<file path="src/sv/sps_pkg.sv">
// ----------------------------------------------------------------------------
// Servo pulse threshold switch package
// Shared item types, register indexes and timing constants.
// ----------------------------------------------------------------------------
package sps_pkg;

   // Pulse width limits, in 16 us counts
   localparam logic [7:0] PW_TOO_LONG    = 8'd168;
   localparam logic [7:0] PW_SPIKE       = 8'd20;
   localparam logic [7:0] PW_DEFAULT_MID = 8'd94;

   // Setup capture
   localparam logic signed [7:0] SETUP_MIN_DIFF = 8'sd4;
   localparam logic [2:0] DEBOUNCE_LIMIT   = 3'd5;
   localparam logic [4:0] ERROR_HOLD_STEPS = 5'd20;

   // LED sequencer
   localparam logic [2:0] BLINK_DIV_LIMIT = 3'd4;
   localparam logic [3:0] STABLE_MAX      = 4'd15;

   // Register defaults
   localparam logic [3:0]  STABILITY_COUNT_RESET = 4'd3;
   localparam logic [15:0] NO_SIGNAL_TICKS_RESET = 16'd2500;
   localparam logic [3:0]  HALF_HYST_RESET       = 4'd2;

   // Configuration register indexes
   typedef enum logic [2:0] {
      CSR_INITIAL_MIDPOINT = 3'd0,
      CSR_INITIAL_RELAY    = 3'd1,
      CSR_STABILITY_COUNT  = 3'd2,
      CSR_NO_SIGNAL_TICKS  = 3'd3,
      CSR_HALF_HYSTERESIS  = 3'd4
   } csr_index_type;

   // One input item
   typedef struct packed {
      logic       mode;
      logic [7:0] pulse_width;
      logic       setup_link;
   } item_type;

   // One result item
   typedef struct packed {
      logic       relay_on;
      logic       led_on;
      logic       no_signal;
      logic       setup_active;
      logic       error_flag;
      logic [7:0] midpoint;
      logic       store_midpoint;
      logic       store_relay;
   } result_type;

   // Stored midpoint outside the usable window falls back to the default
   function automatic logic [7:0] valid_mid(input logic [7:0] m);
      valid_mid = (m >= PW_TOO_LONG || m <= PW_SPIKE) ? PW_DEFAULT_MID : m;
   endfunction

endpackage

</file>
<file path="src/sv/sps_in_reg.sv">
// ----------------------------------------------------------------------------
// Input register
// Holds one accepted item until the core step consumes it.
// ----------------------------------------------------------------------------
module sps_in_reg (
   input  logic              clock,
   input  logic              reset,
   input  logic              req_valid,
   output logic              req_ready,
   input  sps_pkg::item_type req_item,
   input  logic              advance,
   output logic              item_valid,
   output sps_pkg::item_type item
);

   logic              valid_ff, valid_in;
   sps_pkg::item_type item_ff;

   // Free when empty or when the held item moves on this cycle
   assign req_ready = !valid_ff || advance;
   assign valid_in  = (req_valid && req_ready) || (valid_ff && !advance);

   always_ff @(posedge clock) begin
      if (reset) begin
         valid_ff <= 1'b0;
      end else begin
         valid_ff <= valid_in;
      end
   end

   always_ff @(posedge clock) begin
      if (req_valid && req_ready) begin
         item_ff <= req_item;
      end
   end

   assign item_valid = valid_ff;
   assign item       = item_ff;

endmodule

</file>
<file path="src/sv/sps_core.sv">
// ----------------------------------------------------------------------------
// Switch core
// Control state, configuration registers and the per-item step logic.
// ----------------------------------------------------------------------------
module sps_core (
   input  logic                clock,
   input  logic                reset,
   input  logic                csr_we,
   input  logic [2:0]          csr_index,
   input  logic [15:0]         csr_wdata,
   input  logic                step_en,
   input  sps_pkg::item_type   item,
   output sps_pkg::result_type result
);

   // Configuration
   logic [3:0]  stability_count_ff;
   logic [15:0] no_signal_ticks_ff;
   logic [3:0]  half_hyst_ff;

   // State
   logic       relay_ff, relay_in;
   logic [7:0] mid_ff, mid_in;
   logic [3:0] stable_ff, stable_in;
   logic [15:0] idle_ff, idle_in;
   logic       setup_on_ff, setup_on_in;
   logic [2:0] debounce_ff, debounce_in;
   logic [7:0] captured_ff, captured_in;
   logic       error_on_ff, error_on_in;
   logic [4:0] error_hold_ff, error_hold_in;
   logic [2:0] divider_ff, divider_in;
   logic [3:0] beat_ff, beat_in;
   logic       led_ff, led_in;
   logic       nosig_ff, nosig_in;

   // Step intermediates
   logic       strobe_mid, strobe_relay;
   logic       do_led, led_nosig, setup_en;
   logic [3:0] stable_inc;
   logic [15:0] idle_inc;
   logic [8:0] pw_plus_hyst, mid_plus_hyst;
   logic       want_relay;
   logic [4:0] beat_next;
   logic signed [7:0] setup_diff;

   assign stable_inc    = (stable_ff == sps_pkg::STABLE_MAX) ? stable_ff : stable_ff + 4'd1;
   assign idle_inc      = idle_ff + 16'd1;
   assign pw_plus_hyst  = {1'b0, item.pulse_width} + {5'b0, half_hyst_ff};
   assign mid_plus_hyst = {1'b0, mid_ff} + {5'b0, half_hyst_ff};
   // pw > mid - hyst when on, pw > mid + hyst when off
   assign want_relay    = relay_ff ? (pw_plus_hyst > {1'b0, mid_ff})
                                   : ({1'b0, item.pulse_width} > mid_plus_hyst);
   assign beat_next     = {1'b0, beat_ff} + 5'd1;
   assign setup_diff    = $signed({1'b0, item.pulse_width[7:1]})
                          - $signed({1'b0, captured_ff[7:1]});

   // Next state for one item
   always_comb begin
      relay_in      = relay_ff;
      mid_in        = mid_ff;
      stable_in     = stable_ff;
      idle_in       = idle_ff;
      setup_on_in   = setup_on_ff;
      debounce_in   = debounce_ff;
      captured_in   = captured_ff;
      error_on_in   = error_on_ff;
      error_hold_in = error_hold_ff;
      divider_in    = divider_ff;
      beat_in       = beat_ff;
      led_in        = led_ff;
      nosig_in      = nosig_ff;
      strobe_mid    = 1'b0;
      strobe_relay  = 1'b0;
      do_led        = 1'b0;
      led_nosig     = 1'b0;
      setup_en      = 1'b0;

      // Pulse classification or idle tick
      if (step_en) begin
         if (!item.mode) begin
            if (item.pulse_width > sps_pkg::PW_TOO_LONG) begin
               stable_in = '0;
               do_led    = 1'b1;
               led_nosig = 1'b1;
            end else if (item.pulse_width < sps_pkg::PW_SPIKE) begin
               stable_in = '0;
               idle_in   = '0;
            end else begin
               stable_in = stable_inc;
               idle_in   = '0;
               if (stable_inc >= stability_count_ff) begin
                  if (want_relay != relay_ff) begin
                     relay_in     = want_relay;
                     strobe_relay = 1'b1;
                  end
                  do_led   = 1'b1;
                  setup_en = 1'b1;
               end
            end
         end else begin
            idle_in = idle_inc;
            if (idle_inc > no_signal_ticks_ff) begin
               do_led    = 1'b1;
               led_nosig = 1'b1;
               idle_in   = '0;
            end
         end
      end

      // LED sequencer: one beat every fifth LED step
      if (do_led) begin
         nosig_in = led_nosig;
         if (divider_ff == sps_pkg::BLINK_DIV_LIMIT) begin
            divider_in = '0;
            beat_in    = beat_next[3:0];
            if (beat_next == 5'd1) begin
               led_in = 1'b1;
            end else if (beat_next == 5'd4) begin
               led_in = relay_in | setup_on_ff | error_on_ff;
            end else if (beat_next <= 5'd9) begin
               led_in = setup_on_ff | error_on_ff;
            end else if (beat_next[4] == 1'b0) begin
               led_in = error_on_ff;
            end else begin
               led_in = 1'b0;
            end
         end else begin
            divider_in = divider_ff + 3'd1;
         end
      end

      // Setup strap capture and midpoint learning
      if (setup_en) begin
         if (error_hold_ff != 5'd0) begin
            error_hold_in = error_hold_ff - 5'd1;
         end else begin
            error_on_in = 1'b0;
         end
         if (item.setup_link) begin
            if (debounce_ff < sps_pkg::DEBOUNCE_LIMIT) begin
               debounce_in = debounce_ff + 3'd1;
            end else if (!setup_on_ff) begin
               captured_in = item.pulse_width;
               setup_on_in = 1'b1;
            end
         end else begin
            if (setup_on_ff) begin
               if (setup_diff <= sps_pkg::SETUP_MIN_DIFF &&
                   setup_diff >= -sps_pkg::SETUP_MIN_DIFF) begin
                  error_hold_in = sps_pkg::ERROR_HOLD_STEPS;
                  error_on_in   = 1'b1;
               end else begin
                  mid_in     = captured_ff + setup_diff;
                  strobe_mid = 1'b1;
               end
            end
            setup_on_in = 1'b0;
            debounce_in = '0;
         end
      end

      // Start registers also load the live state
      if (csr_we) begin
         case (sps_pkg::csr_index_type'(csr_index))
            sps_pkg::CSR_INITIAL_MIDPOINT: begin
               mid_in = sps_pkg::valid_mid(csr_wdata[7:0]);
            end
            sps_pkg::CSR_INITIAL_RELAY: begin
               relay_in = csr_wdata[0];
            end
            default: begin
            end
         endcase
      end
   end

   // Configuration registers
   always_ff @(posedge clock) begin
      if (reset) begin
         stability_count_ff <= sps_pkg::STABILITY_COUNT_RESET;
         no_signal_ticks_ff <= sps_pkg::NO_SIGNAL_TICKS_RESET;
         half_hyst_ff       <= sps_pkg::HALF_HYST_RESET;
      end else if (csr_we) begin
         case (sps_pkg::csr_index_type'(csr_index))
            sps_pkg::CSR_STABILITY_COUNT: stability_count_ff <= csr_wdata[3:0];
            sps_pkg::CSR_NO_SIGNAL_TICKS: no_signal_ticks_ff <= csr_wdata;
            sps_pkg::CSR_HALF_HYSTERESIS: half_hyst_ff       <= csr_wdata[3:0];
            default: begin
            end
         endcase
      end
   end

   // Control state
   always_ff @(posedge clock) begin
      if (reset) begin
         relay_ff      <= 1'b0;
         mid_ff        <= sps_pkg::valid_mid(sps_pkg::PW_DEFAULT_MID);
         stable_ff     <= '0;
         idle_ff       <= '0;
         setup_on_ff   <= 1'b0;
         debounce_ff   <= '0;
         error_on_ff   <= 1'b0;
         error_hold_ff <= '0;
         divider_ff    <= '0;
         beat_ff       <= '0;
         led_ff        <= 1'b0;
         nosig_ff      <= 1'b0;
      end else begin
         relay_ff      <= relay_in;
         mid_ff        <= mid_in;
         stable_ff     <= stable_in;
         idle_ff       <= idle_in;
         setup_on_ff   <= setup_on_in;
         debounce_ff   <= debounce_in;
         error_on_ff   <= error_on_in;
         error_hold_ff <= error_hold_in;
         divider_ff    <= divider_in;
         beat_ff       <= beat_in;
         led_ff        <= led_in;
         nosig_ff      <= nosig_in;
      end
   end

   // Captured width is only read once setup is active
   always_ff @(posedge clock) begin
      captured_ff <= captured_in;
   end

   // Result of this step
   assign result.relay_on       = relay_in;
   assign result.led_on         = led_in;
   assign result.no_signal      = nosig_in;
   assign result.setup_active   = setup_on_in;
   assign result.error_flag     = error_on_in;
   assign result.midpoint       = mid_in;
   assign result.store_midpoint = strobe_mid;
   assign result.store_relay    = strobe_relay;

   // Checks
   a_mid_stored: assert property (@(posedge clock) disable iff (reset)
      step_en && result.store_midpoint |=> mid_ff == $past(result.midpoint))
      else $error("learned midpoint not stored");

   a_divider_range: assert property (@(posedge clock) disable iff (reset)
      divider_ff <= sps_pkg::BLINK_DIV_LIMIT)
      else $error("blink divider out of range");

   a_hold_needs_error: assert property (@(posedge clock) disable iff (reset)
      error_hold_ff != 5'd0 |-> error_on_ff)
      else $error("error hold running without error shown");

   a_setup_debounced: assert property (@(posedge clock) disable iff (reset)
      setup_on_ff |-> debounce_ff == sps_pkg::DEBOUNCE_LIMIT)
      else $error("setup active without full debounce");

endmodule

</file>
<file path="src/sv/sps_out_reg.sv">
// ----------------------------------------------------------------------------
// Result register
// Holds one result item until the receiver takes it.
// ----------------------------------------------------------------------------
module sps_out_reg (
   input  logic                clock,
   input  logic                reset,
   input  logic                item_valid,
   output logic                advance,
   input  sps_pkg::result_type result,
   output logic                rsp_valid,
   input  logic                rsp_ready,
   output sps_pkg::result_type rsp_result
);

   logic                valid_ff, valid_in;
   sps_pkg::result_type result_ff;

   // Step runs when an item waits and the register is free or draining
   assign advance  = item_valid && (!valid_ff || rsp_ready);
   assign valid_in = advance || (valid_ff && !rsp_ready);

   always_ff @(posedge clock) begin
      if (reset) begin
         valid_ff <= 1'b0;
      end else begin
         valid_ff <= valid_in;
      end
   end

   always_ff @(posedge clock) begin
      if (advance) begin
         result_ff <= result;
      end
   end

   assign rsp_valid  = valid_ff;
   assign rsp_result = result_ff;

endmodule

</file>
<file path="src/sv/servo_pulse_threshold_switch.sv">
// ----------------------------------------------------------------------------
// Servo pulse threshold switch
// Turns servo pulse widths into a relay drive with hysteresis and LED status.
// ----------------------------------------------------------------------------
// Usage:
//   req_* carries one item: a completed pulse with its width (mode 0) or one
//   idle-low poll tick (mode 1), plus the setup strap level. rsp_* returns
//   exactly one result item per input item, in order: relay level, LED level,
//   status flags, current midpoint and one-item store strobes.
//   csr_* writes the five configuration registers; write only while idle.
//   Writing the start midpoint or relay loads the live value at once.
// Timing:
//   rsp_valid rises once the input register has taken the item and the step
//   logic has then loaded the result register; a held result that rsp_ready
//   does not take delays that load. One item per cycle is sustained while
//   rsp_ready stays high; the state loop closes within each item's step.
// Reset:
//   Synchronous; registers return to defaults, relay off, midpoint 94.
// Stall:
//   A held result keeps req_ready high while the input register is empty;
//   once both registers are full, req_ready drops until rsp_ready rises.
// ----------------------------------------------------------------------------
module servo_pulse_threshold_switch (
   input  logic        clock,
   input  logic        reset,
   // Configuration
   input  logic        csr_we,
   input  logic [2:0]  csr_index,
   input  logic [15:0] csr_wdata,
   // Input items
   input  logic        req_valid,
   output logic        req_ready,
   input  logic        req_mode,
   input  logic [7:0]  req_pulse_width,
   input  logic        req_setup_link,
   // Result items
   output logic        rsp_valid,
   input  logic        rsp_ready,
   output logic        rsp_relay_on,
   output logic        rsp_led_on,
   output logic        rsp_no_signal,
   output logic        rsp_setup_active,
   output logic        rsp_error_flag,
   output logic [7:0]  rsp_midpoint,
   output logic        rsp_store_midpoint,
   output logic        rsp_store_relay
);

   sps_pkg::item_type   req_item;
   sps_pkg::item_type   item;
   sps_pkg::result_type result;
   sps_pkg::result_type rsp_result;
   logic                item_valid;
   logic                advance;

   assign req_item.mode        = req_mode;
   assign req_item.pulse_width = req_pulse_width;
   assign req_item.setup_link  = req_setup_link;

   sps_in_reg u_in_reg (
      .clock      (clock),
      .reset      (reset),
      .req_valid  (req_valid),
      .req_ready  (req_ready),
      .req_item   (req_item),
      .advance    (advance),
      .item_valid (item_valid),
      .item       (item)
   );

   sps_core u_core (
      .clock     (clock),
      .reset     (reset),
      .csr_we    (csr_we),
      .csr_index (csr_index),
      .csr_wdata (csr_wdata),
      .step_en   (advance),
      .item      (item),
      .result    (result)
   );

   sps_out_reg u_out_reg (
      .clock      (clock),
      .reset      (reset),
      .item_valid (item_valid),
      .advance    (advance),
      .result     (result),
      .rsp_valid  (rsp_valid),
      .rsp_ready  (rsp_ready),
      .rsp_result (rsp_result)
   );

   assign rsp_relay_on       = rsp_result.relay_on;
   assign rsp_led_on         = rsp_result.led_on;
   assign rsp_no_signal      = rsp_result.no_signal;
   assign rsp_setup_active   = rsp_result.setup_active;
   assign rsp_error_flag     = rsp_result.error_flag;
   assign rsp_midpoint       = rsp_result.midpoint;
   assign rsp_store_midpoint = rsp_result.store_midpoint;
   assign rsp_store_relay    = rsp_result.store_relay;

endmodule

</file>
<file path="config.mk">
export PLATFORM = sky130hd
export DESIGN_NAME = servo_pulse_threshold_switch
export DESIGN_NICKNAME = d
export VERILOG_FILES = /design/src/sv/sps_pkg.sv /design/src/sv/sps_in_reg.sv /design/src/sv/sps_core.sv /design/src/sv/sps_out_reg.sv /design/src/sv/servo_pulse_threshold_switch.sv
export SDC_FILE = /design/constraint.sdc
export NUM_CORES = 1
export LEC_CHECK = 0
export ABC_AREA = 1
export BUFFER_PORTS_ARGS = -buffer_cell sky130_fd_sc_hd__buf_2
export CAP_MARGIN = 5
export CORE_MARGIN = 2
export CORE_UTILIZATION = 45
export CTS_CLUSTER_SIZE = 30
export DETAILED_ROUTE_END_ITERATION = 8
export GPL_TIMING_DRIVEN = 0
export SYNTH_ARGS = -nofsm -noshare
export SYNTH_HDL_FRONTEND = slang
export SYNTH_SLANG_ARGS = --single-unit
</file>
<file path="constraint.sdc">
create_clock -name clock -period 3.6 [get_ports clock]
set_input_delay 0.36 -clock clock [delete_from_list [all_inputs] [get_ports clock]]
set_output_delay 0.36 -clock clock [all_outputs]
set_load 0.005 [all_outputs]
</file>
==> results.tsv <==
metric	value	unit
antenna_found_initial	0	
period_share	93.05	%
gp_congestion	0.8526	
yosysTopAreaCell	dfxtp_1	
cts_buffers	9	
crit_path_end_kind	register	
slowest_stage	dfxtp_2	
dpl_cell_area	0.007203	mm^2
ctsLongestPathBuffers	2	
ys_ff_latch	107	
post-place-cells	1087	
switchingPower	721.4	uW
grt_max_degree	21	
crit_fanout	6	
syn_inst	853	
leakage	0.003600	uW
die_height	126.2	um
yosysSeqAreaShare	36.78	%
synth_top_area_share	22.04	%
rsz0062_at_grt	false	
final_cell_mix	nand2_1, inv_1, a21oi_1	
gr-usage-all-layers	20.23	%
skew	0.007963	ns
powerDensity	348.4	mW/mm^2
async_flop_share	0	%
tightest_slew	0.8048	ns
die_area	0.01593	mm^2
finalHoldViolCount	0	
clk_latency	0.35	ns
vias	5645	
cts_tree	built	
syn2layout_area_growth	13.14	%
cts.reportedPaths.clkPinSlew	0.07	ns
sequentialPowerShare	49.1	%
grt.overflow.total	0	
layoutNonFillerInstCount	1109	
power_frac_comb	14.2	%
pwr-share-clk	36.7	%
cp_slowest_stage_delay	0.38	ns
initial_core_util	46.08	%
dp_hpwl	12.12	mm
drcViolationCount	0	
intPower	1928	uW
slew-limit-headroom	46.02	%
ant_nets	0	
fmax	0.2985	GHz
layout.nets	1025	
num_antenna_cells	0	
cp-start-kind	register	
status	completed	
drive_above_1_share	13.41	%
grt_pass1_wl	25.81	mm
slew_violations	0	
synth_area_leaders	dfxtp_1, edfxtp_1, ha_1	
ir_drop	0.2245	mV
syn_nets	958	
mostFrequentLayoutCell	nand2_1	
postSynthAreaPerCell	7.881	um^2
swShare	27.22	%
drt_wl_total	15.59	mm
first_iter_violations	321	
crit_family	simple AND/OR/NAND/NOR gates	
io_pins	51	
core	0.01459	mm^2
min_period	3.350	ns
hp-class	input port to register	
synth_edf_count	33	
holdBufCountCts	0	
syn_area	0.006723	mm^2
cpMostUsedCell	nand3_2	
cts_htree_levels	3	
avgRoutedWirePerCell	14.06	um
setup_viol	0	
critPathBufInv	1	
maxCapViolations	0	
synth_cell_types	47	
root_buffer	clkbuf_16	
die_w	126.2	um
clock-sinks	107	
port-buffer-count	50	
crit_type	register to register	
final_area	0.007606	mm^2
rows	44	
ff2ff_setup_slack	0.25	ns
grt_pass1_vias	5231	
synthFlopType	dfxtp_1	
drtPass1Iterations	4	
cp.arrival	3.47	ns
yosys_warnings	0	
path_cells	ha_2 > nand3_2 > nor3_4 > nand3_2 > nor3_4 > nand3_2 > nor2_2 > xor2_2 > ha_1 > nand4_1 > nor3_2 > nand3b_1 > nand3_1 > nand3_1 > nand2_2 > nand3_4 > nor2_2 > nand2_1 > nand2_1 > inv_1	
vias_per_cell	5.090	
worstPathRequired	3.72	ns
[registers in the layout, summed over array words and instances (netlist names), 3 cells and up]
register,cells
u_core.stability_count_ff,4
u_core.no_signal_ticks_ff,16
u_core.idle_ff,16
u_core.error_hold_ff,5
u_core.stable_ff,4
u_core.half_hyst_ff,4
u_core.captured_ff,8
u_core.mid_ff,8
u_core.beat_ff,4
u_in_reg.item,10
u_core.divider_ff,3
u_core.debounce_ff,3
u_out_reg.rsp_result,15
[kinds of logic (layout without fill, tap and decap cells)]
logic type | after synthesis | in the layout | share of synthesized area [%]
adder cells (fa/ha/maj) | 71 | 71 | 13.66
XOR/XNOR | 40 | 40 | 5.546
AO/OA/AOI/OAI | 154 | 154 | 12.23
multiplexers | 1 | 1 | 0.1675
AND/OR/NAND/NOR | 329 | 329 | 23.04
buffers and inverters | 151 | 223 | 8.580
flip-flops | 107 | 107 | 36.78
[cell usage after synthesis, types with 4 or more instances]
cell and count:
nand2_1 174, inv_1 133, a21oi_1 85, dfxtp_1 74, ha_1 67, nand3_1 46, o21ai_0 46, nor2_1 41
edfxtp_1 33, nand4_1 28, xor2_1 27, xnor2_1 10, clkbuf_1 8, nand2_2 8, nand3_2 6, nor2_2 6
nor3_2 6, nor3_1 5, fa_1 4, o211ai_1 4, o21a_1 4
[worst paths after layout]
| check | start | endpoint | cells after the start |
|---|---|---|---|
| setup / recovery | u_core.idle_ff[0] | u_out_reg.rsp_result[13] | 20 |
| hold / removal | req_pulse_width[2] | u_in_reg.item[3] | 1 |
| hold reg to reg | u_core.no_signal_ticks_ff[15] | u_core.no_signal_ticks_ff[15] | 2 |
| setup reg to reg | u_core.idle_ff[0] | u_out_reg.rsp_result[13] | 20 |
[final cells by class]
type | count | area (um^2)
Buffer | 12 | 57.56
Clock buffer | 12 | 257.7
Clock inverter | 4 | 31.28
Fill cell | 1430 | 6983
Inverter | 139 | 521.8
Multi-Input combinational cell | 595 | 3737
Sequential cell | 107 | 2475
Tap cell | 184 | 230.2
Timing Repair Buffer | 56 | 295.3
[power by group through the flow]
stage	Clock (uW)	Sequential (uW)	Combinational, uW
after floorplan	0	1320	264
after global placement	0	1330	365
after detailed placement	0	1330	368
after CTS	995	1300	373
after global routing	1040	1310	433
final	974	1300	375
[layer usage]
layer,track usage [%],vias to the layer above,part of all wire [%]
li1,-,2965,-
met1,29.92,2544,51
met2,30.52,117,43
met3,3.653,19,4.4
met4,5.236,0,1.5
met5,0,-,0
[what timing repair did]
item                       CTS  global route
resized for setup            2            16
setup endpoints to repair   19            25
setup buffers                0             6
pin swaps                    0             5
[metrics by stage]
stage               worst slack (ns)  util, %  total power (uW)  hold WS [ns]  setup TNS (ns)
floorplan                     0.5525        -              1584        0.4353               0
global placement            -0.05246    49.37              1694        0.4547        -0.06107
detailed placement          -0.07214    49.37              1696        0.4584         -0.3997
CTS                          0.01576    51.42              2669        0.1739               0
global route                 0.01251    52.14              2779        0.1723               0
finish                        0.2504    52.14              2650        0.1815               0
Note: power is estimated with default switching activity, not from simulation.
